===== src/rtl/core/pnc_pkg.sv =====
// ----------------------------------------------------------------------------
// pnc_pkg
// types and constants shared by the palette nearest color search blocks
// ----------------------------------------------------------------------------
`default_nettype none

package pnc_pkg;

    localparam int IDX_W   = 8;
    localparam int COLOR_W = 32;
    localparam int DIST_W  = 18;

    localparam logic [DIST_W-1:0] DIST_START = 18'd200000;

    typedef enum logic [1:0] {
        MODE_WRITE   = 2'd0,
        MODE_READ    = 2'd1,
        MODE_EXACT   = 2'd2,
        MODE_NEAREST = 2'd3
    } t_mode;

    // request token walking down the cell chain
    typedef struct packed {
        logic                vld;
        t_mode               mode;
        logic [IDX_W-1:0]    entry_index;
        logic [COLOR_W-1:0]  color;
        logic                alloc;
        logic [COLOR_W-1:0]  rd;
        logic                ex_hit;
        logic [IDX_W-1:0]    ex_idx;
        logic                near_hit;
        logic [IDX_W-1:0]    near_idx;
        logic [DIST_W-1:0]   near_dist;
    } t_tok;

endpackage

`default_nettype wire


===== src/rtl/core/pnc_cell.sv =====
// ----------------------------------------------------------------------------
// pnc_cell
// one palette entry: applies the passing request to its entry and forwards it
// ----------------------------------------------------------------------------
`default_nettype none

module pnc_cell #(
    parameter int CELL_IDX = 0
) (
    input  wire            i_clk,
    input  wire            i_rst_n,
    input  wire            i_adv,
    input  pnc_pkg::t_tok  i_tok,
    output pnc_pkg::t_tok  o_tok
);
    import pnc_pkg::*;

    localparam logic IDX_OK = (CELL_IDX < (1 << IDX_W));
    localparam logic [IDX_W-1:0] MY_IDX = IDX_W'(CELL_IDX);

    function automatic logic [15:0] sq_diff(input logic [7:0] a, input logic [7:0] b);
        logic [7:0] d;
        d = (a > b) ? (a - b) : (b - a);
        return 16'(d * d);
    endfunction

    logic [COLOR_W-1:0] r_entry;
    t_tok               r_tok;
    t_tok               n_tok;
    logic               w_match;
    logic [DIST_W-1:0]  w_dist;

    assign w_match = IDX_OK && (i_tok.entry_index == MY_IDX);

    assign w_dist = DIST_W'(sq_diff(i_tok.color[23:16], r_entry[23:16]))
                  + DIST_W'(sq_diff(i_tok.color[15:8],  r_entry[15:8]))
                  + DIST_W'(sq_diff(i_tok.color[7:0],   r_entry[7:0]));

    always_comb begin
        n_tok = i_tok;
        if (i_tok.mode == MODE_READ && w_match) begin
            n_tok.rd = r_entry;
        end
        if (!i_tok.ex_hit && r_entry == i_tok.color) begin
            n_tok.ex_hit = 1'b1;
            n_tok.ex_idx = MY_IDX;
        end
        if (w_dist < i_tok.near_dist) begin
            n_tok.near_hit  = 1'b1;
            n_tok.near_idx  = MY_IDX;
            n_tok.near_dist = w_dist;
        end
    end

    always_ff @(posedge i_clk) begin
        if (!i_rst_n) begin
            r_entry   <= '0;
            r_tok.vld <= 1'b0;
        end else if (i_adv) begin
            r_tok <= n_tok;
            if (i_tok.vld && i_tok.mode == MODE_WRITE && w_match) begin
                r_entry <= i_tok.color;
            end
        end
    end

    assign o_tok = r_tok;

endmodule

`default_nettype wire


===== config.mk =====
export PLATFORM = sky130hd
export DESIGN_NAME = pnc_cell
export DESIGN_NICKNAME = d
export VERILOG_FILES = /design/src/rtl/core/pnc_pkg.sv /design/src/rtl/core/pnc_cell.sv
export SDC_FILE = /design/constraint.sdc
export NUM_CORES = 1
export LEC_CHECK = 0
export BUFFER_PORTS_ARGS = -buffer_cell sky130_fd_sc_hd__buf_2
export CORE_UTILIZATION = 50
export CTS_CLUSTER_SIZE = 25
export DETAILED_ROUTE_END_ITERATION = 10
export PLACE_DENSITY_LB_ADDON = 0.12
export SLEW_MARGIN = 20
export SYNTH_ARGS = -nofsm -noshare
export SYNTH_HDL_FRONTEND = slang
export SYNTH_SLANG_ARGS = --single-unit

===== constraint.sdc =====
create_clock -name i_clk -period 14.17 [get_ports i_clk]
set_input_delay 1.417 -clock i_clk [delete_from_list [all_inputs] [get_ports i_clk]]
set_output_delay 1.417 -clock i_clk [all_outputs]
set_load 0.01 [all_outputs]

Word-level counts from Yosys, hierarchy flattened
Index checks and enable logic that the tools add are counted.
{ "word_totals": {"ff_bits": 144, "input_bits": 115, "out_inout_bits": 112, "word_cells": 43} }
{ "op_classes": {"addsub": 8, "mul": 3, "n_lt_le_gt_ge": 4, "eq_ne": 2, "mux": 5, "reduce_logical": 9} }
{ "op_table": {"columns": ["op", "count"], "rows": [
  ["8-bit by 8-bit multiplier with 16-bit output", 3],
  ["8-bit subtractor", 6],
  ["32-bit == test", 1],
  ["32-bit 2-to-1 mux", 1],
  ["8-bit greater-than comparator", 3],
  ["8-bit 2-to-1 mux", 3],
  ["17-bit by 16-bit adder with 18-bit output", 1],
  ["18-bit less-than comparator", 1],
  ["18-bit 2-to-1 mux", 1],
  ["16-bit by 16-bit adder with 17-bit output", 1],
  ["8-bit logical NOT", 1],
  ["1-bit logical AND", 4],
  ["2-bit AND reduction", 2],
  ["2-bit by 1-bit == test with 1-bit output, second input constant", 1],
  ["2-bit logical NOT", 1],
  ["1-bit logical NOT", 1]
]} }

Depth between registers and ports, before layout
{ "logic_depth": {"ltp_word": 7, "ltp_mapped": 43, "mapped_depth_nobuf": 40} }

Worst setup path before layout
Ideal clock, no wire load.
{ "synth_timing": {"path_type": "input-to-reg", "from": "in i_tok[85] (netlist name)", "to": "reg r_tok, in the netlist o_tok[1], data pin", "setup_ns": 0.267, "arrival_time_ns": 10.476, "t_required_ns": 13.903, "setup_slack_ns": 3.427, "stages": 39, "path_buffers": 2, "path_cell_list": "inv_1 > ha_1 > inv_1 > fa_1 > a21o_1 > a21oi_1 > nor3b_2 > o221ai_4 > mux2i_1 > xor2_1 > nand2b_1 > fa_1 > inv_1 > fa_1 > inv_1 > fa_1 > fa_1 > inv_1 > [... 3 more ...] > fa_1 > inv_1 > ha_1 > and3_1 > a221oi_1 > o21a_1 > o21ai_0 > nor3b_1 > nor4_1 > ha_1 > a21o_1 > a21o_1 > a21oi_1 > o21ai_0 > a21oi_1 > buf_1 > clkbuf_1 > o21ai_0"} }
{ "synth_rtl": {"columns": ["element", "line_no", "source"], "rows": [
  ["from (decl)", "pnc_cell.sv:13", "input pnc_pkg::t_tok i_tok,"],
  ["to (signal assigned)", "pnc_cell.sv:60", "r_tok <= n_tok;"],
  ["to (decl)", "pnc_cell.sv:28", "t_tok r_tok;"]
]} }

==> metrics.md <==
| Metric | Value |
|---|---|
| Run status | `finished, final reports clean` |
| Global-route wire length before repair | `45.8 mm` |
| EDFF count, synth | `111` |
| Max-cap violations | `0` |
| DIE WIDTH | `164 um` |
| Crit path launch | `i_tok[85]` |
| Global Route Usage Sum | `0.216` |
| TritonCTS Sinks | `144` |
| Post-DP Area | `14600 um^2` |
| CTS root buf | `clkbuf_16` |
| Setup crit end kind | `register` |
| Top cell type's share of synthesized area | `0.254` |
| Max Fclk | `87.4 MHz` |
| Rel. slew slack | `0.276` |
| Hold Fails Final Rpt | `0` |
| CP max stage delay | `0.85 ns` |
| Routed len/inst | `14.9 um` |
| Final core occ | `0.598` |
| Initial DRC Count | `517` |
| Setup violators final | `0` |
| FF+latch count, synth | `144` |
| Startpoint Class | `input pin` |
| Detailed Route WL | `27.8 mm` |
| Final Cycle Share | `0.808` |
| Overall die height | `164 um` |
| Crit path arrival time | `11.61 ns` |
| IO Pins | `227` |
| Hold Path Class | `register to register` |
| HPWL Detailed | `22.5 mm` |
| Top FF cell, synth | `edfxtp_1` |
| Drt pass-1 iters | `5` |
| Hold_buf cts | `0` |
| Fraction of final layout cells sized beyond drive strength 1 | `0.201` |
| Most frequent CP cell | `fa_1` |
| Critical-path top delay cell | `xnor2_1` |
| Die area | `26900 um^2` |
| Total grt overflow | `0` |
| Post-Syn Area | `13100 um^2` |
| Synth area leader | `edfxtp_1` |
| Design area | `15200 um^2` |
| CP Data Required Time | `14.34 ns` |
| Mean Syn Cell Area | `10.0 um^2` |
| Setup TNS | `0 ns` |
| Hold_sp | `r_entry[7]` |
| Area contributors post-synth | `edfxtp_1 25%, fa_1 21%, ha_1 13%` |
| Cts bufs inserted | `17` |
| Detail Route Antenna Nets | `0` |
| Unrepaired setup endpoints after global routing | `false` |
| Max-slew violations | `0` |
| Total Nets Final | `1922` |
| DP Cell Count | `1839` |
| PortBufs | `226` |
| Clk pin slew, worst setup/hold paths | `0.06 ns` |
| Clk_lat worst skew | `0.44 ns` |
| Routed vias/inst | `5.06` |
| Core ar. | `25500 um^2` |
| CTS Buffer Depth | `2` |
| Post-synthesis net count | `1706` |
| Layout area overhead | `15.8%` |
| Num rows | `58` |
| Fin crit period | `11.44 ns` |
| Post-route DRC | `0` |
| Vias in the first global route | `9455` |
| Max Clock Skew | `0.0241 ns` |
| Initial Util | `0.516` |
| CTS tree | `built` |
| Reg2Reg Launch Point | `r_entry[16]` |
| Ys async rst share | `0` |
| Setup Buffers After CTS | `0` |
| Syn Inst Count | `1312` |
| Peak fanout along the critical path | `36` |
| Final non-filler cell total | `1872` |
| Worst Tran Pin Value | `1.08 ns` |
| YS warnings | `0` |
| Critical setup path kind | `input pin to register` |
| Initial antenna violation count | `1` |
| Htree depth | `4` |
| Cell variety after synth | `62` |
| Vias | `9464` |
| RD Place Congestion | `0.930` |
| Largest net degree at the start of global routing | `66` |
| Post-CTS sizing | `0` |
| Seq/Total Area, Yosys | `0.304` |
[final cells by class]
| cell class | instances | area (um^2) |
|---|---|---|
| diodes | 1 | 2.50 |
| inverters | 272 | 1020 |
| clock buffers | 17 | 425 |
| clock inverters | 15 | 188 |
| multi-input cells | 862 | 8010 |
| repair buffers | 231 | 1170 |
| well taps | 330 | 413 |
| fillers | 2254 | 10300 |
| flip-flops and latches | 144 | 3990 |
[worst paths after layout]
check / slack [ns] / depth (start not counted) / end
min reg2reg: 0.47 / 2 / r_entry[7]
max reg2reg: 3.52 / 35 / o_tok[0]
min: 0.47 / 2 / r_entry[7]
max: 2.73 / 37 / o_tok[0]
[cell families (layout without fill, tap and decap cells)]
family          Yosys count  after routing  synth area share
fa+ha+maj               279            279             0.344
other cells               0              1                 0
flops                   144            144             0.304
compound gates          196            196            0.0970
simple gates            311            311             0.109
mux                      34             34            0.0279
buf+inv                 306            535            0.0879
xor+xnor                 42             42            0.0300
[metal layers]
metal / vias up / track usage / routed length [um]
met1: 4574 / 0.282 / 12300
met5: - / 0 / 0
li1: 4661 / - / -
met2: 201 / 0.374 / 13900
met4: 0 / 0.0619 / 468
met3: 28 / 0.0260 / 1140
[through the flow]
step / setup slack, ns / hold WS (ns)
floorplan: 3.43 / 0.443
global placement: 2.67 / 0.451
detailed placement: 2.40 / 0.459
CTS: 2.79 / 0.468
global route: 2.04 / 0.497
finish: 2.73 / 0.465
[Yosys cell counts (3+ instances only)]
master      n
mux2_2     17
and2_1      4
buf_2       6
nor2_1     81
dfxtp_1    33
inv_1     270
a21oi_1    43
mux2i_1    16
nand3_1     5
o21ai_0    53
nor3_1      6
edfxtp_1  111
xnor2_1    23
ha_1      141
o21bai_1    6
or2_2      12
a21boi_0   36
nor4_1      3
xor2_1     17
clkbuf_1   27
a221oi_1    3
or3_1       3
and3_1      5
or2_1       3
nand2b_1   19
a31oi_1     5
fa_1      138
o21a_1      4
nand4_1     9
a21o_1     23
nor2b_1    21
nand2_1   128
a211oi_1    3
[worst max-delay path, delay by kind of cell]
kind / cells / cell delay [ns]
AO/OA/AOI/OAI: 12 / 2.61
XOR/XNOR: 1 / 0.85
multiplexers: 2 / 0.53
buffers and inverters: 7 / 0.75
AND/OR/NAND/NOR: 4 / 0.64
adder cells (fa/ha/maj): 11 / 4.80
[state kept, by name, summed over array words and instances, names as in the netlist]
signal	count
o_tok	112
r_entry	32
[cells in the final DEF, fill, tap and decap left out, types with 4 or more instances in the layout]
| master | count |
|---|---|
| a21boi_0 | 36 |
| a21o_1 | 23 |
| a21oi_1 | 42 |
| a31oi_1 | 5 |
| and3_1 | 5 |
| buf_2 | 226 |
| buf_4 | 5 |
| clkbuf_16 | 17 |
| clkinv_8 | 6 |
| dfxtp_1 | 33 |
| edfxtp_1 | 111 |
| fa_1 | 138 |
| ha_1 | 141 |
| inv_1 | 270 |
| inv_8 | 5 |
| mux2_2 | 17 |
| mux2i_1 | 16 |
| nand2_1 | 128 |
| nand2b_1 | 19 |
| nand3_1 | 5 |
| nand4_1 | 9 |
| nor2_1 | 81 |
| nor2b_1 | 21 |
| nor3_1 | 5 |
| o21a_1 | 4 |
| o21ai_0 | 53 |
| o21bai_1 | 6 |
| or2_2 | 12 |
| xnor2_1 | 23 |
| xor2_1 | 17 |
Power is not shown: default switching activity piles up to over one toggle a cycle in this logic, so the estimate is an artifact.
